==> src/hw/rtl/text_console_writer_with_scroll_top_macros.svh <==
// Assertion macros shared by the console writer modules.
`ifndef TEXT_CONSOLE_WRITER_WITH_SCROLL_TOP_MACROS_SVH
`define TEXT_CONSOLE_WRITER_WITH_SCROLL_TOP_MACROS_SVH

// The property must hold in the same cycle as its trigger.
`define TCW_ASSERT_NOW(label, trig, prop, msg) \
	label: assert property (@(posedge clk) disable iff (!arst_n) (trig) |-> (prop)) \
		else $error(msg);

// The property must hold in the cycle after its trigger.
`define TCW_ASSERT_NEXT(label, trig, prop, msg) \
	label: assert property (@(posedge clk) disable iff (!arst_n) (trig) |=> (prop)) \
		else $error(msg);

`endif

==> src/hw/rtl/tcw_pkg.sv <==
// Shared types and constants of the text console writer.
package tcw_pkg;

	// Default screen geometry.
	localparam int COLUMNS_DEF = 80;
	localparam int ROWS_DEF = 25;
	localparam int SCREENS_DEF = 2;

	// Widest screen select that the screen count allows.
	localparam int MAX_SCREEN_W = 3;

	// Entries of the command queue between front and back.
	localparam int QUEUE_DEPTH = 2;

	// Byte that blanks a cell.
	localparam logic [7:0] BLANK = 8'h20;

	// Command codes, encoded as on the action field.
	typedef enum logic [1:0] {
		OP_PUT     = 2'd0,
		OP_NEWLINE = 2'd1,
		OP_CLEAR   = 2'd2,
		OP_READ    = 2'd3
	} op_t;

	// One classified command.
	typedef struct packed {
		op_t                     op;
		logic [MAX_SCREEN_W-1:0] screen;
		logic [7:0]              char_code;
		logic                    text_start;
		logic                    read_ok;
		logic [10:0]             cell_index;
	} cmd_t;

	// A command together with its valid flag.
	typedef struct packed {
		logic valid;
		cmd_t cmd;
	} cmd_beat_t;

endpackage

==> src/hw/rtl/tcw_queue.sv <==
// Short command queue that decouples the front end from the executing back end.
`include "text_console_writer_with_scroll_top_macros.svh"

module tcw_queue (
	input  logic               clk,
	input  logic               arst_n,
	input  tcw_pkg::cmd_beat_t push,
	output logic               full,
	output tcw_pkg::cmd_beat_t head,
	input  logic               pop
);
	import tcw_pkg::*;

	localparam int PW = (QUEUE_DEPTH > 1) ? $clog2(QUEUE_DEPTH) : 1;
	localparam int CNTW = $clog2(QUEUE_DEPTH + 1);

	cmd_t            entry_q [QUEUE_DEPTH];
	logic [PW-1:0]   wr_ptr_q;
	logic [PW-1:0]   rd_ptr_q;
	logic [CNTW-1:0] count_q;
	logic            push_acc;

	assign full = (count_q == CNTW'(QUEUE_DEPTH));
	assign push_acc = push.valid && !full;
	assign head.valid = (count_q != '0);
	assign head.cmd = entry_q[rd_ptr_q];

	// Pointers and fill count.
	always_ff @(posedge clk or negedge arst_n) begin
		if (!arst_n) begin
			wr_ptr_q <= '0;
			rd_ptr_q <= '0;
			count_q <= '0;
		end else begin
			if (push_acc) begin
				wr_ptr_q <= (wr_ptr_q == PW'(QUEUE_DEPTH - 1)) ? '0 : wr_ptr_q + 1'b1;
			end
			if (pop) begin
				rd_ptr_q <= (rd_ptr_q == PW'(QUEUE_DEPTH - 1)) ? '0 : rd_ptr_q + 1'b1;
			end
			if (push_acc && !pop) begin
				count_q <= count_q + 1'b1;
			end else if (pop && !push_acc) begin
				count_q <= count_q - 1'b1;
			end
		end
	end

	// Entry storage.
	always_ff @(posedge clk) begin
		if (push_acc) begin
			entry_q[wr_ptr_q] <= push.cmd;
		end
	end

	`TCW_ASSERT_NOW(a_count_bound, 1'b1, count_q <= CNTW'(QUEUE_DEPTH), "queue count overflow")
	`TCW_ASSERT_NEXT(a_push_grows, push_acc && !pop, count_q == $past(count_q) + 1'b1, "push lost")
	`TCW_ASSERT_NEXT(a_pop_shrinks, pop && !push_acc, count_q == $past(count_q) - 1'b1, "pop lost")

endmodule

==> config.mk <==
export PLATFORM = sky130hd
export DESIGN_NAME = tcw_queue
export DESIGN_NICKNAME = d
export VERILOG_FILES = /design/src/hw/rtl/tcw_pkg.sv /design/src/hw/rtl/tcw_queue.sv
export VERILOG_INCLUDE_DIRS = /design/src /design/src/hw/rtl
export SDC_FILE = /design/constraint.sdc
export NUM_CORES = 1
export LEC_CHECK = 0
export BUFFER_PORTS_ARGS = -buffer_cell sky130_fd_sc_hd__buf_2
export CAP_MARGIN = 20
export CORE_MARGIN = 2
export CORE_UTILIZATION = 35
export DETAILED_ROUTE_END_ITERATION = 6
export GPL_TIMING_DRIVEN = 1
export PLACE_DENSITY_LB_ADDON = 0.08
export SYNTH_ARGS = -nofsm -noshare
export SYNTH_HDL_FRONTEND = slang
export SYNTH_SLANG_ARGS = --single-unit
==> constraint.sdc <==
create_clock -name clk -period 4.23 [get_ports clk]
set_input_delay 0.846 -clock clk [delete_from_list [all_inputs] [get_ports clk]]
set_output_delay 0.846 -clock clk [all_outputs]
set_load 0.02 [all_outputs]
==> results of run 1 <==
-- power by group --
group / switching [mW] / internal (mW)
registers: 0.105 / 0.760
logic: 0.320 / 0.298
clock network: 0.154 / 0.116
total: 0.579 / 1.17
-- per-stage QoR --
stage          worst slack, ns  area (um^2)  hold slack, ns  power [mW]  utilization [%]
2_1_floorplan             1.78         2170           0.456        1.36                -
3_3_place_gp              1.93         2520           0.474        1.50             42.3
3_5_place_dp              1.90         2520           0.505        1.51             42.3
4_1_cts                   1.56         2600           0.328        1.78             43.7
5_1_grt                   1.50         2600           0.324        1.85             43.7
6_report                  1.62         2600           0.332        1.75             43.7
-- metal layers --
| layer | share of wire (%) | vias up |
|---|---|---|
| li1 | - | 504 |
| met1 | 40 | 513 |
| met2 | 51 | 34 |
| met3 | 7.4 | 5 |
| met4 | 1.3 | 0 |
| met5 | 0 | - |
-- worst min-delay path by stage --
| stage | depth (start not counted) | slack (ns) | end |
|---|---|---|---|
| CTS | 1 | 0.33 | count_q[0] |
| finish | 1 | 0.33 | count_q[0] |
| global placement | 1 | 0.47 | count_q[1] |
| global route | 1 | 0.32 | count_q[0] |
| floorplan | 1 | 0.46 | count_q[1] |
| detailed placement | 1 | 0.50 | count_q[1] |
-- cell usage after synthesis --
library cell   n
and3_1         1
nand2b_1       1
buf_12         2
ha_1           1
edfxtp_1      52
inv_1          3
or2_2          1
xor2_1         3
nor2_1         2
mux2_2         7
dfrtp_1        4
xnor2_1        2
nand2_1        1
mux2_4        19
buf_6          1
-- registers in the layout, summed over array words and instances (netlist names) --
register  count
count_q       2
entry_q      52
rd_ptr_q      1
wr_ptr_q      1
-- worst register-to-register path, cell delays in order, from the launching register on --
cell,delay (ns)
dfrtp_1,0.42
nand2b_1,0.17
nand2_1,0.13
nor2_2,0.48
buf_4,0.37
-- area by class of cell --
class	instances	area [um^2]	area share, %
clock buffers	7	76.3	2.93
well taps	75	93.8	3.61
repair buffers	59	300	11.5
multi-input cells	38	453	17.4
clock inverters	1	3.75	0.144
flip-flops and latches	56	1660	63.9
inverters	3	11.3	0.433
-- layout by cell type, fill, tap and decap left out, drive strengths merged --
cell	synthesis	routed
buf	3	59
edfxtp	52	52
mux2	26	26
clkbuf	0	7
dfrtp	4	4
inv	3	3
xor2	3	3
xnor2	2	2
nor2	2	2
nand2b	1	1
or2	1	1
nand2	1	1
and3	1	1
ha	1	1
clkinv	0	1
-- kinds of logic after synthesis --
kind of cell / count (synthesis)
fa+ha+maj: 1
mux: 26
buf+inv: 6
flops: 56
simple gates: 6
xor+xnor: 5
==> impl_metrics.py, run 1 <==
metrics = {
    "synthesis": {
        "synth_cell_types": 15,
        "synth_area_leader_cell": "edfxtp_1",
        "synth_nets": 131,
        "synth.area.top_cells": "edfxtp_1 72%, mux2_4 13%, dfrtp_1 4.6%",
        "synthAdderAreaFrac_pct": 0.575,
        "synth_top_area_share_pct": 71.8,
        "syn_avg_cell_area_um2": 21.7,
        "synth_xor_area_share_pct": 2.01,
        "synth.area.mux_share_pct": 16.7,
        "synth-simple-area-share_pct": 1.38,
        "synth-seq-cells": 56,
        "mappedNetlistArea_um2": 2170,
        "yosys_warnings": 0,
        "synth_top_family_by_area": "multiplexers",
        "syn_inst": 100,
        "ys_seq_area_share_pct": 76.4,
        "synth_compound_area_share_pct": 0,
    },
    "global_route": {
        "grt_overflow": 0,
        "grt_max_degree": 28,
        "grt_antenna_before_repair": 0,
        "grt_pass1_wl_mm": 5.44,
        "met1_usage_pct": 11.9,
        "grt_busiest_layer": "met2",
        "use_met3_pct": 4.27,
        "grtUsageTotal_pct": 10.1,
        "grt_use_met2_pct": 16.9,
        "grt_pass1_vias": 1114,
    },
    "worst_setup_path": {
        "slowest_stage": "dfrtp_2",
        "r2r_slack_ns": 2.35,
        "timing.rr.start": "count_q[0]",
        "path_depth": 2,
        "ff2ff_path_depth": 4,
        "crit_required_ns": 3.38,
        "reg2reg_to": "entry_q[0][0]",
        "cp.arrival_ns": 1.77,
        "crit_end": "head[4]",
        "crit_chain": "mux2_2, buf_2",
        "worstPathMaxFanout": 27,
        "crit_buf_inv": 1,
        "crit_path_end_kind": "primary output",
        "slowest_delay_ns": 0.89,
        "critPathKind": "register to primary output",
        "critical_path.startpoint": "rd_ptr_q",
        "crit_path_start_kind": "register",
        "path_delay_family": "flip-flops",
    },
    "timing": {
        "finalSetupViolations": 0,
        "slew_viol_final": 0,
        "period_minus_slack_ns": 2.61,
        "hold_violations": 0,
        "tightest_slew_ns": 0.801,
        "relSlewSlack_pct": 46.6,
        "fmax_mhz": 383,
        "period_share_pct": 61.8,
        "skew_ns": 0.00266,
        "rsz0062_at_grt": "false",
        "fin_setup_tns_ns": 0,
    },
    "floorplanning": {
        "io_pins": 58,
        "initial_core_util_pct": 36.5,
        "rows": 28,
        "fp.dieH_um": 82.8,
        "die_x_um": 82.8,
        "coreArea_um2": 5960,
        "dieArea_um2": 6860,
    },
    "clocking": {
        "clkTransAtPathRegs_ns": 0.09,
        "cts-hold-fix-buffers": 0,
        "root_buffer": "clkbuf_8",
        "cts_made_buffers": 5,
        "clockBufferDepth": 2,
        "post_cts_buffers": 0,
        "cts_tree": "done",
        "worstSkewPairLatency_ns": 0.30,
        "cts_sinks": 56,
        "cts.repair.resized": 0,
        "cts_htree_levels": 2,
    },
    "place": {
        "io_buffers": 57,
        "dpl.cell_count": 231,
        "place_hpwl_mm": 2.30,
        "gp_congestion": 0.712,
    },
    "detailed_routing": {
        "drc_errors": 0,
        "vias": 1056,
        "dr.pass1.iters": 4,
        "drtIter0Drc": 58,
        "viasPerCell": 4.42,
        "routed_wl_mm": 3.39,
        "drtAntennaViolNets": 0,
        "avgRoutedWirePerCell_um": 14.2,
    },
    "layout": {
        "diodes": 0,
        "n_fill_cell": 570,
        "finalNonFillerCells": 239,
        "final_nets": 194,
        "area_delta_synth_final_pct": 19.6,
        "drive_gt1_share_pct": 56.7,
    },
    "job": {
        "max-cap-violations": 0,
    },
    "hold_path": {
        "hold_path.class": "input port to asynchronous set/reset pin",
    },
    "power_and_ir_drop": {
        "irDropWorstVdd_mv": 0.342,
        "leakage_nw": 1.05,
        "power.density_nw_per_um2": 674,
    },
    "status": {
        "status": "completed",
    },
}
No activity file was read; power rests on OpenSTA's default activity.
==> inputs of run 2 (changes only) <==
==> constraint.sdc (replaced) <==
create_clock -name clk -period 2.1 [get_ports clk]
set_input_delay 0.42 -clock clk [delete_from_list [all_inputs] [get_ports clk]]
set_output_delay 0.42 -clock clk [all_outputs]
set_load 0.02 [all_outputs]
==> impl_metrics.py, run 2 (synthesized netlist as in run 1, its figures left out) <==
metrics = {
    "power_and_ir_drop": {
        "p_sw_share_pct": 32.0,
        "p_total_mw": 3.72,
        "leakage_nw": 1.09,
        "power_frac_clock_pct": 18.1,
        "pwr-share-comb_pct": 38.0,
        "seq_power_share_pct": 43.9,
        "intPower_mw": 2.53,
        "p_sw_mw": 1.19,
        "power.density_nw_per_um2": 1390,
        "irDropWorstVdd_mv": 0.828,
    },
    "timing": {
        "finalSetupViolations": 0,
        "hold_violations": 0,
        "skew_ns": 0.00835,
        "fin_setup_tns_ns": 0,
        "relSlewSlack_pct": 85.3,
        "rsz0062_at_grt": "false",
        "tightest_slew_ns": 0.221,
        "period_minus_slack_ns": 1.91,
        "fmax_mhz": 524,
        "period_share_pct": 90.8,
        "slew_viol_final": 0,
    },
    "worst_setup_path": {
        "r2r_slack_ns": 0.59,
        "critPathKind": "register to primary output",
        "worstPathMaxFanout": 24,
        "crit_path_end_kind": "primary output",
        "crit_required_ns": 1.68,
        "cp.arrival_ns": 1.49,
        "crit_path_start_kind": "register",
    },
    "global_route": {
        "grtUsageTotal_pct": 10.3,
        "grt_max_degree": 25,
        "grt_pass1_wl_mm": 5.54,
        "grt_pass1_vias": 1189,
        "grt_antenna_before_repair": 0,
        "grt_overflow": 0,
    },
    "floorplanning": {
        "io_pins": 58,
        "rows": 28,
        "coreArea_um2": 5960,
        "die_x_um": 82.8,
        "fp.dieH_um": 82.8,
        "dieArea_um2": 6860,
        "initial_core_util_pct": 36.5,
    },
    "layout": {
        "largest_register_ffs": 52,
        "drive_gt1_share_pct": 58.9,
        "layout_common_cells": "57 x buf_2, 52 x edfxtp_1, 19 x mux2_4, 7 x mux2_2, 5 x clkbuf_8",
        "diodes": 0,
        "regMostFlops": "entry_q",
        "n_fill_cell": 566,
        "area_delta_synth_final_pct": 23.1,
        "final_nets": 198,
        "final_common_cell": "buf_2",
        "reg_top3": "entry_q (52), count_q (2)",
    },
    "place": {
        "place_hpwl_mm": 2.53,
        "gp_congestion": 0.722,
        "io_buffers": 57,
    },
    "clocking": {
        "cts.repair.resized": 0,
        "clkTransAtPathRegs_ns": 0.10,
        "cts-hold-fix-buffers": 1,
        "cts_htree_levels": 2,
        "cts_tree": "done",
        "post_cts_buffers": 0,
        "cts_sinks": 56,
        "root_buffer": "clkbuf_8",
        "worstSkewPairLatency_ns": 0.30,
        "cts_made_buffers": 5,
        "clockBufferDepth": 2,
    },
    "detailed_routing": {
        "dr.pass1.iters": 4,
        "drc_errors": 0,
        "vias": 1049,
        "viasPerCell": 4.32,
        "avgRoutedWirePerCell_um": 14.5,
        "drtIter0Drc": 38,
        "drtAntennaViolNets": 0,
        "routed_wl_mm": 3.51,
    },
    "hold_path": {
        "hold_path.class": "input port to register",
    },
    "job": {
        "max-cap-violations": 0,
    },
    "status": {
        "status": "completed",
    },
}
==> run 2: cell count changes in the layout (fill, tap and decap cells not counted) <==
cell / delta
bufinv_16: +1
clkinv_2: +1
buf_4: +2
clkbuf_1: -2
dlygate4sd3_1: +1
buf_12: +1
clkinvlp_4: +1
clkinv_1: -1
==> run 2: per-layer routing <==
metal / share of wire (%) / track usage, %
met4: 0.43 / 3.13
met2: 54 / 19.3
met1: 40 / 10.9
met5: 0 / 0
met3: 5.4 / 3.48
==> run 2: final timing paths <==
| check | from | endpoint | cells past startpoint |
|---|---|---|---|
| max | rd_ptr_q | head[11] | 3 |
| min | push[2] | entry_q[1][2] | 1 |
| max reg2reg | count_q[0] | count_q[1] | 7 |
| min reg2reg | count_q[1] | count_q[1] | 1 |
| max in group asynchronous | arst_n | rd_ptr_q | 2 |
| min in group asynchronous | arst_n | rd_ptr_q | 2 |
==> run 2: final cells by class <==
cell class	instances	area, um^2	area share, %
Clock buffer	5	68.8	2.57
Clock inverter	3	42.5	1.59
Inverter	3	11.3	0.421
Multi-Input combinational cell	38	453	16.9
Sequential cell	56	1660	62.1
Tap cell	75	93.8	3.50
Timing Repair Buffer	63	345	12.9
==> run 2: power by group through the flow <==
stage	clock, mW	sequential (mW)	combinational [mW]
2_1_floorplan	0	1.62	1.12
3_3_place_gp	0	1.64	1.42
3_5_place_dp	0	1.66	1.45
4_1_cts	0.704	1.64	1.45
5_1_grt	0.746	1.65	1.52
6_report	0.673	1.63	1.41
==> run 2: critical path, stage by stage (launching register included) <==
cell and delay [ns]:
dfrtp_2 0.44, buf_12 0.22, mux2_2 0.36, buf_2 0.16
==> run 2: through the flow <==
stage / worst slack (ns) / hold WS, ns / std cells / util (%) / cell area, um^2
2_1_floorplan: 0.384 / 0.124 / 100 / - / 2180
3_3_place_gp: 0.533 / 0.231 / 234 / 42.9 / 2560
3_5_place_dp: 0.509 / 0.232 / 234 / 42.9 / 2560
4_1_cts: 0.164 / 0.290 / 243 / 45.0 / 2680
5_1_grt: 0.121 / 0.289 / 243 / 45.0 / 2680
6_report: 0.193 / 0.305 / 243 / 45.0 / 2680
==> inputs of run 3 (changes only) <==
--- a/config.mk
+++ b/config.mk
@@ -13,6 +13,7 @@
 export DETAILED_ROUTE_END_ITERATION = 6
 export GPL_TIMING_DRIVEN = 1
 export PLACE_DENSITY_LB_ADDON = 0.08
+export SLEW_MARGIN = 25
 export SYNTH_ARGS = -nofsm -noshare
 export SYNTH_HDL_FRONTEND = slang
 export SYNTH_SLANG_ARGS = --single-unit
==> constraint.sdc (replaced) <==
create_clock -name clk -period 1.55 [get_ports clk]
set_input_delay 0.31 -clock clk [delete_from_list [all_inputs] [get_ports clk]]
set_output_delay 0.31 -clock clk [all_outputs]
set_load 0.02 [all_outputs]
==> impl_metrics.py, run 3 (synthesized netlist as in run 1, its figures left out) <==
metrics = {
    "timing": {
        "relSlewSlack_pct": 88.8,
        "period_minus_slack_ns": 1.69,
        "slew_viol_final": 0,
        "hold_violations": 0,
        "rsz0062_at_grt": "true",
        "finalSetupViolations": 26,
        "tightest_slew_ns": 0.168,
        "period_share_pct": 109,
        "setup_slack_ns": -0.137,
        "skew_ns": 0.00842,
        "fmax_mhz": 593,
    },
    "floorplanning": {
        "die_x_um": 82.8,
        "rows": 28,
        "coreArea_um2": 5960,
        "io_pins": 58,
        "fp.dieH_um": 82.8,
        "dieArea_um2": 6860,
        "initial_core_util_pct": 36.5,
    },
    "worst_setup_path": {
        "crit_path_start_kind": "register",
        "worstPathMaxFanout": 13,
        "crit_path_end_kind": "primary output",
        "crit_required_ns": 1.24,
        "crit_buf_inv": 2,
        "cp.arrival_ns": 1.38,
        "slowest_stage": "dfrtp_2",
        "slowest_delay_ns": 0.42,
        "crit_chain": "buf_12, mux2_2, buf_2",
        "path_delay_family": "flip-flops",
        "critPathKind": "register to primary output",
    },
    "place": {
        "io_buffers": 57,
        "post-place-ws_ns": 0.144,
        "postPlaceCellArea_um2": 2610,
        "gp_congestion": 0.670,
    },
    "power_and_ir_drop": {
        "leakage_nw": 1.12,
        "p_total_mw": 5.19,
        "power.density_nw_per_um2": 1870,
        "irDropWorstVdd_mv": 0.800,
    },
    "layout": {
        "diodes": 0,
        "final_nets": 199,
        "area_delta_synth_final_pct": 27.8,
        "largest_register_ffs": 52,
        "layout_common_cells": "52 x edfxtp_1, 44 x buf_2, 20 x mux2_4, 11 x buf_6, 6 x mux2_2",
        "drive_gt1_share_pct": 58.6,
        "regMostFlops": "entry_q",
        "stdcell_area_um2": 2780,
        "final_common_cell": "edfxtp_1",
        "reg_top3": "entry_q (52), count_q (2)",
    },
    "global_route": {
        "grt_pass1_vias": 1139,
        "grt_max_degree": 27,
        "grtUsageTotal_pct": 10.2,
        "grt_antenna_before_repair": 0,
        "grt_pass1_wl_mm": 5.49,
        "grt_overflow": 0,
    },
    "detailed_routing": {
        "drc_errors": 0,
        "drtAntennaViolNets": 0,
        "viasPerCell": 4.42,
        "drtIter0Drc": 32,
        "routed_wl_mm": 3.37,
        "vias": 1078,
        "dr.pass1.iters": 4,
        "avgRoutedWirePerCell_um": 13.8,
    },
    "clocking": {
        "clkTransAtPathRegs_ns": 0.10,
        "clockBufferDepth": 2,
        "post_cts_buffers": 0,
        "cts_sinks": 56,
        "cts_tree": "done",
        "cts_htree_levels": 2,
        "cts_made_buffers": 5,
        "worstSkewPairLatency_ns": 0.30,
        "root_buffer": "clkbuf_8",
    },
    "hold_path": {
        "hold_path.class": "input port to register",
    },
    "status": {
        "status": "finished with violations",
        "violations": "setup timing",
    },
    "job": {
        "max-cap-violations": 0,
    },
}
==> run 3: cell count changes in the layout (fill, tap and decap cells not counted), sizes merged <==
cell,previous run,this run
buf,62,63
bufinv,1,0
clkbuf,5,6
==> run 3: worst paths after layout <==
path	start	end	slack, ns	depth (start not counted)
max	rd_ptr_q	head[4]	-0.14	3
min	push[15]	entry_q[1][15]	0.20	1
max reg2reg	count_q[0]	count_q[1]	0.15	6
min reg2reg	count_q[1]	count_q[1]	0.50	1
max in group asynchronous	arst_n	rd_ptr_q	1.08	2
min in group asynchronous	arst_n	count_q[0]	0.34	2
==> run 3: power by group <==
| group | switching, mW | total, mW | leakage (nW) | internal (mW) |
|---|---|---|---|---|
| clock | 0.421 | 0.735 | 0.0388 | 0.314 |
| sequential | 0.127 | 2.20 | 0.528 | 2.07 |
| combinational | 1.11 | 2.25 | 0.551 | 1.14 |
| total | 1.66 | 5.19 | 1.12 | 3.53 |
==> run 3: cell type report <==
cell class / instances / area, um^2
Tap cell: 75 / 93.8
Fill cell: 548 / 3180
Sequential cell: 56 / 1660
Clock inverter: 2 / 11.3
Timing Repair Buffer: 64 / 464
Inverter: 3 / 11.3
Multi-Input combinational cell: 38 / 463
Clock buffer: 6 / 72.6
==> run 3: metrics by stage <==
stage	cells	utilization (%)	setup TNS (ns)	hold WS, ns
2_1_floorplan	100	-	0	0.0144
3_3_place_gp	235	43.8	0	0.122
3_5_place_dp	235	43.8	0	0.121
4_1_cts	244	45.8	-3.68	0.181
5_1_grt	244	46.7	-4.12	0.172
6_report	244	46.7	-2.99	0.196
==> run 3: what timing repair did <==
action / 4_1_cts / 5_1_grt
gates resized for setup: 8 / 17
endpoints found under the hold margin: 4 / 0
hold buffers: 1 / 0
setup endpoints to repair: 26 / 26
gates cloned: 0 / 0
==> run 3: layer usage <==
| metal | vias to the layer above | share of wire (%) | GRT usage, % |
|---|---|---|---|
| met4 | 0 | 0.83 | 4.17 |
| met1 | 529 | 45 | 12.3 |
| met3 | 2 | 5.5 | 3.88 |
| met2 | 32 | 49 | 16.6 |
| li1 | 515 | - | - |
| met5 | - | 0 | 0 |
==> run 3: worst register-to-register path, cell delays in order, from the launching register on <==
cell and delay (ns):
dfrtp_1 0.43, nand2b_1 0.18, nand2_1 0.09, inv_1 0.05, ha_1 0.29, nor2_1 0.13
xor2_1 0.16
